===== src/rtl/plm_pkg.sv =====
// Shared types, constants and helper functions for the peak level LED meter.
// Depends on nothing; every other file in rtl/ refers to it by scoped names.
`default_nettype none
package plm_pkg;

    // Meter channels and LED layout
    localparam int CHANNELS       = 4;
    localparam int ALT_LED_LAYOUT = 0;
    localparam int CH_IDX_W       = (CHANNELS > 1) ? $clog2(CHANNELS) : 1;

    // Field widths
    localparam int CH_W    = 2;
    localparam int LEVEL_W = 16;
    localparam int BRT_W   = 12;
    localparam int REG_W   = 8;
    localparam int CNT_W   = 4;

    // Configuration port
    localparam int CFG_IDX_W  = 3;
    localparam int CFG_DATA_W = 16;

    typedef enum logic [CFG_IDX_W-1:0] {
        CFG_CLIP_LEVEL   = 3'd0,
        CFG_OFF_LEVEL    = 3'd1,
        CFG_GREEN_LIMIT  = 3'd2,
        CFG_YELLOW_LIMIT = 3'd3,
        CFG_SMOOTH_W     = 3'd4,
        CFG_BRIGHT_RED   = 3'd5,
        CFG_DIM_LEVEL    = 3'd6
    } t_cfg_idx;

    localparam logic [LEVEL_W-1:0] RST_CLIP_LEVEL   = 16'd16187;
    localparam logic [LEVEL_W-1:0] RST_OFF_LEVEL    = 16'd147;
    localparam logic [LEVEL_W-1:0] RST_GREEN_LIMIT  = 16'd8192;
    localparam logic [LEVEL_W-1:0] RST_YELLOW_LIMIT = 16'd14746;
    localparam logic [LEVEL_W-1:0] RST_SMOOTH_W     = 16'd6554;
    localparam logic [BRT_W-1:0]   RST_BRIGHT_RED   = 12'd1024;
    localparam logic [BRT_W-1:0]   RST_DIM_LEVEL    = 12'd120;

    // Clip counter thresholds
    localparam logic [CNT_W-1:0] CLIP_BRIGHT_END = 4'd5;
    localparam logic [CNT_W-1:0] CLIP_LAST       = 4'd8;

    // Color codes and PWM register layout
    localparam logic COLOR_RED   = 1'b0;
    localparam logic COLOR_GREEN = 1'b1;
    localparam logic [REG_W-1:0] PWM_BASE  = 8'd8;
    localparam logic [REG_W-1:0] PWM_RED   = 8'd4;   // color index 1, times 4
    localparam logic [REG_W-1:0] PWM_GREEN = 8'd8;   // color index 2, times 4

    // Brightness curve constants
    localparam logic [LEVEL_W-1:0] YELLOW_BASE = 16'd8192;
    localparam logic [BRT_W-1:0]   BRT_FLOOR   = 12'd10;

    // Queue between front and back
    localparam int QDEPTH = 2;
    localparam int QPTR_W = (QDEPTH > 1) ? $clog2(QDEPTH) : 1;
    localparam int QCNT_W = $clog2(QDEPTH + 1);

    typedef struct packed {
        logic [CH_W-1:0]    ch;
        logic [LEVEL_W-1:0] peak;
        logic               clip;
    } t_item;

    typedef struct packed {
        logic  valid;
        t_item item;
    } t_q_head;

    typedef struct packed {
        logic [LEVEL_W-1:0] clip_level;
        logic [LEVEL_W-1:0] off_level;
        logic [LEVEL_W-1:0] green_limit;
        logic [LEVEL_W-1:0] yellow_limit;
        logic [LEVEL_W-1:0] smooth_w;
        logic [BRT_W-1:0]   bright_red;
        logic [BRT_W-1:0]   dim_level;
    } t_cfg;

    // Fixed channel-to-LED map
    function automatic logic [CH_W-1:0] led_map(input logic [CH_W-1:0] ch);
        logic [CH_W-1:0] led;
        led = 2'd0;
        if (ALT_LED_LAYOUT != 0) begin
            case (ch)
                2'd0:    led = 2'd3;
                2'd1:    led = 2'd2;
                2'd2:    led = 2'd0;
                default: led = 2'd1;
            endcase
        end else begin
            case (ch)
                2'd0:    led = 2'd2;
                2'd1:    led = 2'd3;
                2'd2:    led = 2'd1;
                default: led = 2'd0;
            endcase
        end
        return led;
    endfunction

endpackage
`default_nettype wire


===== src/rtl/plm_front.sv =====
// Front end: input handshake, clip classification and a short item queue.
// Depends on plm_pkg.
`default_nettype none
module plm_front (
    input  wire logic                        i_clk,
    input  wire logic                        i_rst_n,
    input  wire logic                        i_in_valid,
    output logic                             o_in_stall,
    input  wire logic [plm_pkg::CH_W-1:0]    i_meter_channel,
    input  wire logic [plm_pkg::LEVEL_W-1:0] i_peak_level,
    input  wire logic [plm_pkg::LEVEL_W-1:0] i_clip_level,
    output plm_pkg::t_q_head                 o_head,
    input  wire logic                        i_pop
);

    plm_pkg::t_item                    r_mem [plm_pkg::QDEPTH];
    logic [plm_pkg::QPTR_W-1:0]        r_wr_ptr;
    logic [plm_pkg::QPTR_W-1:0]        r_rd_ptr;
    logic [plm_pkg::QCNT_W-1:0]        r_count;
    logic                              accept;
    logic                              in_range;
    logic                              push;
    logic                              pop;
    plm_pkg::t_item                    new_item;

    // Transaction accepted whenever the queue has room
    assign o_in_stall = (r_count == plm_pkg::QCNT_W'(plm_pkg::QDEPTH));
    assign accept     = i_in_valid && !o_in_stall;

    // Channels beyond the configured count are dropped here
    assign in_range = ({3'b000, i_meter_channel} < 5'(plm_pkg::CHANNELS));
    assign push     = accept && in_range;
    assign pop      = i_pop && (r_count != '0);

    // Classify: clipping when the peak is strictly above the clip level
    always_comb begin
        new_item.ch   = i_meter_channel;
        new_item.peak = i_peak_level;
        new_item.clip = (i_peak_level > i_clip_level);
    end

    // Queue storage (payload, no reset)
    always_ff @(posedge i_clk) begin
        if (push) begin
            r_mem[r_wr_ptr] <= new_item;
        end
    end

    // Queue pointers and fill count
    always_ff @(posedge i_clk) begin
        if (!i_rst_n) begin
            r_wr_ptr <= '0;
            r_rd_ptr <= '0;
            r_count  <= '0;
        end else begin
            if (push) begin
                r_wr_ptr <= (r_wr_ptr == plm_pkg::QPTR_W'(plm_pkg::QDEPTH - 1)) ?
                            '0 : r_wr_ptr + 1'b1;
            end
            if (pop) begin
                r_rd_ptr <= (r_rd_ptr == plm_pkg::QPTR_W'(plm_pkg::QDEPTH - 1)) ?
                            '0 : r_rd_ptr + 1'b1;
            end
            case ({push, pop})
                2'b10:   r_count <= r_count + 1'b1;
                2'b01:   r_count <= r_count - 1'b1;
                default: r_count <= r_count;
            endcase
        end
    end

    assign o_head.valid = (r_count != '0);
    assign o_head.item  = r_mem[r_rd_ptr];

endmodule
`default_nettype wire


===== src/rtl/plm_back.sv =====
// Back end: smoothing, clip counting, color selection, cache compare and
// the output register for PWM write transactions. Depends on plm_pkg.
`default_nettype none
module plm_back (
    input  wire logic                        i_clk,
    input  wire logic                        i_rst_n,
    input  wire plm_pkg::t_cfg               i_cfg,
    input  wire plm_pkg::t_q_head            i_head,
    output logic                             o_pop,
    output logic                             o_out_valid,
    input  wire logic                        i_out_stall,
    output logic [plm_pkg::CH_W-1:0]         o_led_position,
    output logic                             o_color_code,
    output logic [plm_pkg::BRT_W-1:0]        o_brightness,
    output logic [plm_pkg::REG_W-1:0]        o_pwm_register,
    output logic                             o_last_write
);

    typedef enum logic [4:0] {
        S_IDLE  = 5'b00001,
        S_LEVEL = 5'b00010,
        S_COLOR = 5'b00100,
        S_RED   = 5'b01000,
        S_GREEN = 5'b10000
    } t_state;

    t_state                              r_state;
    logic [plm_pkg::CNT_W-1:0]           r_clip_cnt    [plm_pkg::CHANNELS];
    logic [plm_pkg::LEVEL_W-1:0]         r_level       [plm_pkg::CHANNELS];
    logic [plm_pkg::BRT_W-1:0]           r_cache_red   [plm_pkg::CHANNELS];
    logic [plm_pkg::BRT_W-1:0]           r_cache_green [plm_pkg::CHANNELS];

    logic [plm_pkg::CH_W-1:0]            r_ch;
    logic                                r_clip;
    logic [plm_pkg::LEVEL_W-1:0]         r_f;
    logic [plm_pkg::LEVEL_W-1:0]         r_prod_hi;
    logic [plm_pkg::LEVEL_W-1:0]         r_v;
    logic                                r_bright;
    logic [plm_pkg::BRT_W-1:0]           r_red;
    logic [plm_pkg::BRT_W-1:0]           r_green;
    logic                                r_red_chg;
    logic                                r_green_chg;

    logic [plm_pkg::CH_IDX_W-1:0]        head_idx;
    logic [plm_pkg::CH_IDX_W-1:0]        cur_idx;
    logic [plm_pkg::LEVEL_W-1:0]         head_f;
    logic signed [16:0]                  diff;
    logic signed [33:0]                  prod;
    logic [plm_pkg::LEVEL_W-1:0]         n_v;
    logic [plm_pkg::CNT_W-1:0]           cnt_inc;
    logic [plm_pkg::LEVEL_W-1:0]         yel_d;
    logic [21:0]                         green_mul;
    logic [24:0]                         red_mul;
    logic [plm_pkg::BRT_W-1:0]           n_red;
    logic [plm_pkg::BRT_W-1:0]           n_green;
    logic                                out_free;
    logic                                out_load;
    logic [plm_pkg::CH_W-1:0]            led;

    assign head_idx = plm_pkg::CH_IDX_W'(i_head.item.ch);
    assign cur_idx  = plm_pkg::CH_IDX_W'(r_ch);
    assign head_f   = r_level[head_idx];
    assign out_free = !o_out_valid || !i_out_stall;
    assign out_load = ((r_state == S_RED) || (r_state == S_GREEN)) && out_free;
    assign o_pop    = (r_state == S_IDLE) && i_head.valid;
    assign led      = plm_pkg::led_map(r_ch);

    // Smoothing as f + w*(p-f)/65536, one signed 17x17 multiply
    assign diff = $signed({1'b0, i_head.item.peak}) - $signed({1'b0, head_f});
    assign prod = 34'(diff) * $signed({1'b0, i_cfg.smooth_w});

    assign n_v     = r_f + r_prod_hi;
    assign cnt_inc = r_clip_cnt[cur_idx] + 1'b1;

    // Color bands from the filtered level
    assign yel_d     = (r_v > plm_pkg::YELLOW_BASE) ? r_v - plm_pkg::YELLOW_BASE : '0;
    assign green_mul = 22'(r_v) * 22'd55;
    assign red_mul   = 25'(yel_d) * 25'd275;

    always_comb begin
        n_red   = '0;
        n_green = '0;
        if (r_clip) begin
            n_red = r_bright ? i_cfg.bright_red : i_cfg.dim_level;
        end else if (r_v < i_cfg.off_level) begin
            n_red   = '0;
        end else if (r_v < i_cfg.green_limit) begin
            n_green = plm_pkg::BRT_FLOOR + plm_pkg::BRT_W'(green_mul[21:12]);
        end else if (r_v < i_cfg.yellow_limit) begin
            n_red   = plm_pkg::BRT_FLOOR + plm_pkg::BRT_W'(red_mul[24:14]);
            n_green = i_cfg.dim_level;
        end else begin
            n_red   = i_cfg.dim_level;
        end
    end

    // Sequencer
    always_ff @(posedge i_clk) begin
        if (!i_rst_n) begin
            r_state     <= S_IDLE;
            o_out_valid <= 1'b0;
            for (int i = 0; i < plm_pkg::CHANNELS; i++) begin
                r_clip_cnt[i]    <= '0;
                r_level[i]       <= '0;
                r_cache_red[i]   <= '0;
                r_cache_green[i] <= '0;
            end
        end else begin
            // Output valid: set on a new write, dropped once taken
            if (out_load) begin
                o_out_valid <= 1'b1;
            end else if (o_out_valid && !i_out_stall) begin
                o_out_valid <= 1'b0;
            end
            unique case (r_state)
                S_IDLE: begin
                    if (i_head.valid) begin
                        r_state <= S_LEVEL;
                    end
                end
                S_LEVEL: begin
                    // Clip counter update; level only moves when not clipping
                    if (r_clip) begin
                        if (cnt_inc < plm_pkg::CLIP_BRIGHT_END) begin
                            r_clip_cnt[cur_idx] <= cnt_inc;
                        end else begin
                            r_clip_cnt[cur_idx] <= (cnt_inc > plm_pkg::CLIP_LAST) ?
                                                   '0 : cnt_inc;
                        end
                    end else begin
                        r_clip_cnt[cur_idx] <= '0;
                        r_level[cur_idx]    <= n_v;
                    end
                    r_state <= S_COLOR;
                end
                S_COLOR: begin
                    if (n_red != r_cache_red[cur_idx]) begin
                        r_state <= S_RED;
                    end else if (n_green != r_cache_green[cur_idx]) begin
                        r_state <= S_GREEN;
                    end else begin
                        r_state <= S_IDLE;
                    end
                end
                S_RED: begin
                    if (out_free) begin
                        r_cache_red[cur_idx] <= r_red;
                        r_state              <= r_green_chg ? S_GREEN : S_IDLE;
                    end
                end
                S_GREEN: begin
                    if (out_free) begin
                        r_cache_green[cur_idx] <= r_green;
                        r_state                <= S_IDLE;
                    end
                end
                default: r_state <= S_IDLE;
            endcase
        end
    end

    // Datapath registers (no reset)
    always_ff @(posedge i_clk) begin
        unique case (r_state)
            S_IDLE: begin
                r_ch      <= i_head.item.ch;
                r_clip    <= i_head.item.clip;
                r_f       <= head_f;
                r_prod_hi <= prod[31:16];
            end
            S_LEVEL: begin
                r_v      <= r_clip ? r_f : n_v;
                r_bright <= (cnt_inc < plm_pkg::CLIP_BRIGHT_END);
            end
            S_COLOR: begin
                r_red       <= n_red;
                r_green     <= n_green;
                r_red_chg   <= (n_red != r_cache_red[cur_idx]);
                r_green_chg <= (n_green != r_cache_green[cur_idx]);
            end
            S_RED: begin
                if (out_free) begin
                    o_led_position <= led;
                    o_color_code   <= plm_pkg::COLOR_RED;
                    o_brightness   <= r_red;
                    o_pwm_register <= plm_pkg::PWM_BASE + {2'b00, led, 4'b0000}
                                      + plm_pkg::PWM_RED;
                    o_last_write   <= !r_green_chg;
                end
            end
            S_GREEN: begin
                if (out_free) begin
                    o_led_position <= led;
                    o_color_code   <= plm_pkg::COLOR_GREEN;
                    o_brightness   <= r_green;
                    o_pwm_register <= plm_pkg::PWM_BASE + {2'b00, led, 4'b0000}
                                      + plm_pkg::PWM_GREEN;
                    o_last_write   <= 1'b1;
                end
            end
            default: ;
        endcase
    end

endmodule
`default_nettype wire


===== src/rtl/peak_level_led_meter_unit.sv =====
// Peak level LED meter top level: configuration registers, front end with
// queue, back end with output register. Depends on plm_pkg, plm_front, plm_back.
// Path: an input sample goes through the queue, multiply, level and color stages
// to its first PWM write, if any; a second write, when both colors change, follows.
// The back-end sequencer takes one sample at a time: idle, level and color states
// plus one write state per changed element, holding while the output is stalled.
// Reset (synchronous, active low): registers take their defaults, all channel
// state and the brightness cache clear at once, queue and output empty.
`default_nettype none
module peak_level_led_meter_unit (
    input  wire logic                          i_clk,
    input  wire logic                          i_rst_n,
    // Configuration port
    input  wire logic                          i_cfg_we,
    input  wire logic [plm_pkg::CFG_IDX_W-1:0] i_cfg_index,
    input  wire logic [plm_pkg::CFG_DATA_W-1:0] i_cfg_data,
    // Input channel
    input  wire logic                          i_in_valid,
    output logic                               o_in_stall,
    input  wire logic [plm_pkg::CH_W-1:0]      i_meter_channel,
    input  wire logic [plm_pkg::LEVEL_W-1:0]   i_peak_level,
    // Output channel
    output logic                               o_out_valid,
    input  wire logic                          i_out_stall,
    output logic [plm_pkg::CH_W-1:0]           o_led_position,
    output logic                               o_color_code,
    output logic [plm_pkg::BRT_W-1:0]          o_brightness,
    output logic [plm_pkg::REG_W-1:0]          o_pwm_register,
    output logic                               o_last_write
);

    plm_pkg::t_cfg    r_cfg;
    plm_pkg::t_q_head head;
    logic             pop;

    // Configuration registers; writes beyond the list are dropped
    always_ff @(posedge i_clk) begin
        if (!i_rst_n) begin
            r_cfg.clip_level   <= plm_pkg::RST_CLIP_LEVEL;
            r_cfg.off_level    <= plm_pkg::RST_OFF_LEVEL;
            r_cfg.green_limit  <= plm_pkg::RST_GREEN_LIMIT;
            r_cfg.yellow_limit <= plm_pkg::RST_YELLOW_LIMIT;
            r_cfg.smooth_w     <= plm_pkg::RST_SMOOTH_W;
            r_cfg.bright_red   <= plm_pkg::RST_BRIGHT_RED;
            r_cfg.dim_level    <= plm_pkg::RST_DIM_LEVEL;
        end else if (i_cfg_we) begin
            unique case (i_cfg_index)
                plm_pkg::CFG_CLIP_LEVEL:   r_cfg.clip_level   <= i_cfg_data;
                plm_pkg::CFG_OFF_LEVEL:    r_cfg.off_level    <= i_cfg_data;
                plm_pkg::CFG_GREEN_LIMIT:  r_cfg.green_limit  <= i_cfg_data;
                plm_pkg::CFG_YELLOW_LIMIT: r_cfg.yellow_limit <= i_cfg_data;
                plm_pkg::CFG_SMOOTH_W:     r_cfg.smooth_w     <= i_cfg_data;
                plm_pkg::CFG_BRIGHT_RED:   r_cfg.bright_red   <= i_cfg_data[11:0];
                plm_pkg::CFG_DIM_LEVEL:    r_cfg.dim_level    <= i_cfg_data[11:0];
                default: ;
            endcase
        end
    end

    plm_front u_front (
        .i_clk           (i_clk),
        .i_rst_n         (i_rst_n),
        .i_in_valid      (i_in_valid),
        .o_in_stall      (o_in_stall),
        .i_meter_channel (i_meter_channel),
        .i_peak_level    (i_peak_level),
        .i_clip_level    (r_cfg.clip_level),
        .o_head          (head),
        .i_pop           (pop)
    );

    plm_back u_back (
        .i_clk          (i_clk),
        .i_rst_n        (i_rst_n),
        .i_cfg          (r_cfg),
        .i_head         (head),
        .o_pop          (pop),
        .o_out_valid    (o_out_valid),
        .i_out_stall    (i_out_stall),
        .o_led_position (o_led_position),
        .o_color_code   (o_color_code),
        .o_brightness   (o_brightness),
        .o_pwm_register (o_pwm_register),
        .o_last_write   (o_last_write)
    );

endmodule
`default_nettype wire

===== config.mk =====
export PLATFORM = sky130hd
export DESIGN_NAME = peak_level_led_meter_unit
export DESIGN_NICKNAME = d
export VERILOG_FILES = /design/src/rtl/plm_pkg.sv /design/src/rtl/plm_front.sv /design/src/rtl/plm_back.sv /design/src/rtl/peak_level_led_meter_unit.sv
export SDC_FILE = /design/constraint.sdc
export NUM_CORES = 2
export LEC_CHECK = 0
export ABC_AREA = 1
export BUFFER_PORTS_ARGS = -buffer_cell sky130_fd_sc_hd__buf_2
export CORE_MARGIN = 5
export CORE_UTILIZATION = 55
export DETAILED_ROUTE_END_ITERATION = 8
export GPL_TIMING_DRIVEN = 0
export PLACE_DENSITY = 0.76
export REMOVE_ABC_BUFFERS = 1
export SLEW_MARGIN = 20
export SYNTH_ARGS = -nofsm -noshare
export SYNTH_HDL_FRONTEND = slang
export SYNTH_SLANG_ARGS = --single-unit

===== constraint.sdc =====
create_clock -name i_clk -period 9 [get_ports i_clk]
set_input_delay 0.9 -clock i_clk [delete_from_list [all_inputs] [get_ports i_clk]]
set_output_delay 0.9 -clock i_clk [all_outputs]
set_load 0.01 [all_outputs]

==> metrics.md <==
| Metric | Value |
|---|---|
| Die height | roughly 260 um |
| First-pass detailed-route iteration total | 7 |
| Post-synth top area share | 26.70% |
| Final WS setup | -0.03125 ns |
| #FFs+latches synth | 429 |
| Main synth FF type | edfxtp_1 |
| Clock-pin slew on the worst setup and hold paths | 0.06 ns |
| First-pass GRT wire length | 148.9 mm |
| Grt ovf | 0 |
| Maximum clock rate | 0.1107 GHz |
| Gp weighted congestion | 0.9449 |
| Layout Skew | 0.02512 ns |
| Max cap viols | 0 |
| WP data required | between 9 and 10 ns |
| Width of the die | 262.6 um |
| Crit-path max cell delay | 0.57 ns |
| Min Tclk post-route | 9.031 ns |
| Initial core utilization | ~56% |
| RSZ-0062 raised after global routing | true |
| Largest area contributor in the netlist | edfxtp_1 |
| Initial DRC Count | approximately 3000 |
| Number of flops mapped to enable cells by yosys | 312 |
| Yosys cell types | 54 |
| CORE AREA | about 63000 um2 |
| Die Area | around 69000 um2 |
| Synthesized area | 35090 um2 |
| Layout Utilization | 61.88% |
| Finish-stage setup viols | 1 |
| Hold-fix buffers at CTS | 0 |
| Syn Area/Cell | around 8.6 um2 |
| Slew @ Worst Pin | ~1.0 ns |
| Hold Path Cell Cnt | 1 |
| Status | finished with violations |
| Final ANT Viol Nets | 0 |
| CTS tree | done |
| CTS root buf | clkbuf_16 |
| Synthesized instance count | 4065 |
| N_diodes | 0 |
| Critical path peak fanout | 8 |
| All-Layer GR Usage | 26.85% |
| Most common cell on crit path | nand2_2 |
| Worst hold path type | reg -> reg |
| Asr flop ratio synth | 0% |
| DRC Markers | 0 |
| Synth top area cells | edfxtp_1, fa_1, ha_1 |
| Clock buffer depth | 3 |
| Yosys warning count | 0 |
| Filler cells | 5262 |
| Drt total wl | about 94 mm |
| Final Hold Viols | 0 |
| # port buffers | 64 |
| Area grow syn2layout | 11.25% |
| R2R cell count | 43 |
| Largest net degree at the start of global routing | just under 100 |
| Final #Nets | 4794 |
| Slew HR | 29.57% |
| I/O pins | 68 |
| Share of cells above drive strength 1 | under 10% |
| Worst setup EP type | flop |
| DR vias/cell | roughly 5.6 |
| Sequential cell area fraction in the yosys report | 33.38% |
| Vias in the first global route | 27770 |
| Worst-path cell with the longest stage delay | fa_1 |
| Num CTS Buffers | 47 |
| Vias | 28030 |
| Violated checks | negative setup slack |
| Tcrit/Tclk final | 100.3% |
| Slew Viols, Final | 0 |
| H-tree levels | 2 |
| Worst-Skew Late Latency | 0.60 ns |
| Startpoint types | flop |
| Row count | 92 |
| Worst Path Arrival | 9.34 ns |
| Initial antenna violation count | 2 |
| CTS sink cnt | between 400 and 500 |
| Drt wl/cell | 18.83 um |
| Crit path kind | reg -> reg |
| Post-DP HPWL | 69.19 mm |
## metrics by stage
stage          TNS (ns)  instance area [um2]  setup WS [ns]  std cells  hold WS (ns)
6_report       -0.03125                39040       -0.03125       5017        0.4505
5_1_grt          -2.097                39040        -0.3763       5017        0.4817
4_1_cts               0                38500        0.01089       4993        0.4494
3_5_place_dp     -59.56                36330         -4.230       4871        0.4453
3_3_place_gp     -56.51                35990         -3.997       4852        0.4365
2_1_floorplan    -9.854                34610        -0.9489       3942        0.4238
## sequential cells by signal, summed over array words and instances (netlist names), 2 cells and up, named ones only
name and count:
u_back.cur_idx 2, u_back.r_cache_green 48, u_back.r_f 16, u_back.r_red 12
u_back.r_state 5, u_back.r_green 12, u_back.r_cache_red 48, u_front.r_count 2
u_back.o_brightness 12, u_back.r_clip_cnt 16, u_back.r_level 64, u_back.o_led_position 2
u_back.r_prod_hi 16, u_back.o_pwm_register 5, u_front.r_mem 38, r_cfg 104
u_back.r_v 16
## cell families after synthesis
family          after synthesis  synth area share (%)
fa+ha+maj                   620                 29.10
buf+inv                     903                 9.717
simple gates               1486                 17.23
flops                       429                 33.38
compound gates              570                 9.121
other cells                   1               0.01069
mux                           1               0.02853
xor+xnor                     55                 1.416
## layout make-up
cell class                      instances  area, um2  area share (%)
Clock buffer                           58       1279           3.276
Clock inverter                         30      266.5          0.6827
Inverter                              778       2982           7.638
Multi-Input combinational cell       2737      20690           53.01
Sequential cell                       429      11720           30.01
Tap cell                              846       1059           2.712
Timing Repair Buffer                  138       1031           2.641
Timing Repair inverter                  1      11.26         0.02885
## Yosys cell counts (5+ instances only)
cell,n
o21bai_1,10
inv_2,7
edfxtp_1,312
xor2_1,31
nand3b_1,17
a32oi_1,22
xnor2_1,22
nor3_1,61
nor2_1,464
nor2_2,7
clkinv_1,16
o21a_1,11
fa_1,327
nand2_1,768
a31oi_1,5
o21ai_1,12
nand4_1,23
o21ai_0,201
inv_1,755
o22ai_1,18
ha_1,293
a21oi_1,228
dfxtp_1,117
clkbuf_1,116
or2_2,18
nand3_1,99
o211ai_1,36
nand2_2,14
## critical path, delay by kind of cell, from the launching register on
kind | cells | cell delay, ns
flip-flops | 1 | 0.40
AND/OR/NAND/NOR | 20 | 2.46
adder cells (fa/ha/maj) | 8 | 3.57
XOR/XNOR | 1 | 0.19
AO/OA/AOI/OAI | 10 | 1.76
buffers and inverters | 4 | 0.34
## what timing repair did
action                                  CTS  global route
cloned                                    2             1
hold endpoints to repair                  0             0
buffers inserted                         32            23
endpoints found under the setup margin   16            13
resized for setup                        77            78
pin swaps                                25            53
## placed cells by master, fill, tap and decap left out, drive strengths merged, types with 7 or more instances in the layout
master	netlist	routed
o22ai	18	18
inv	762	765
a21oi	229	229
ha	293	293
o21bai	10	10
nand2	782	784
o21a	11	11
nand3	100	100
buf	9	138
xnor2	22	22
nor2	471	471
clkbuf	116	58
nand3b	17	17
dfxtp	117	117
nand4	23	23
fa	327	327
a32oi	22	22
nor3	62	62
clkinvlp	0	7
xor2	33	33
or2	23	23
edfxtp	312	312
clkinv	16	34
o211ai	36	36
o21ai	213	213
## metal layers
layer,global-route usage (%),wire (um),up-vias
met5,0,0,-
met3,4.016,7750,232
met4,9.384,3638,0
met2,45.56,46010,1194
met1,35.46,37070,13520
li1,-,-,13090
## final timing paths
kind / startpoint / to / slack [ns]
setup reg to reg: flop / u_back.r_prod_hi[14] / -0.03
hold reg to reg: u_front.r_rd_ptr / flop / 0.45
hold / removal: u_front.r_rd_ptr / flop / 0.45
setup / recovery: flop / u_back.r_prod_hi[14] / -0.03
Power is not shown: default switching activity piles up to over one toggle a cycle in this logic, so the estimate is an artifact.
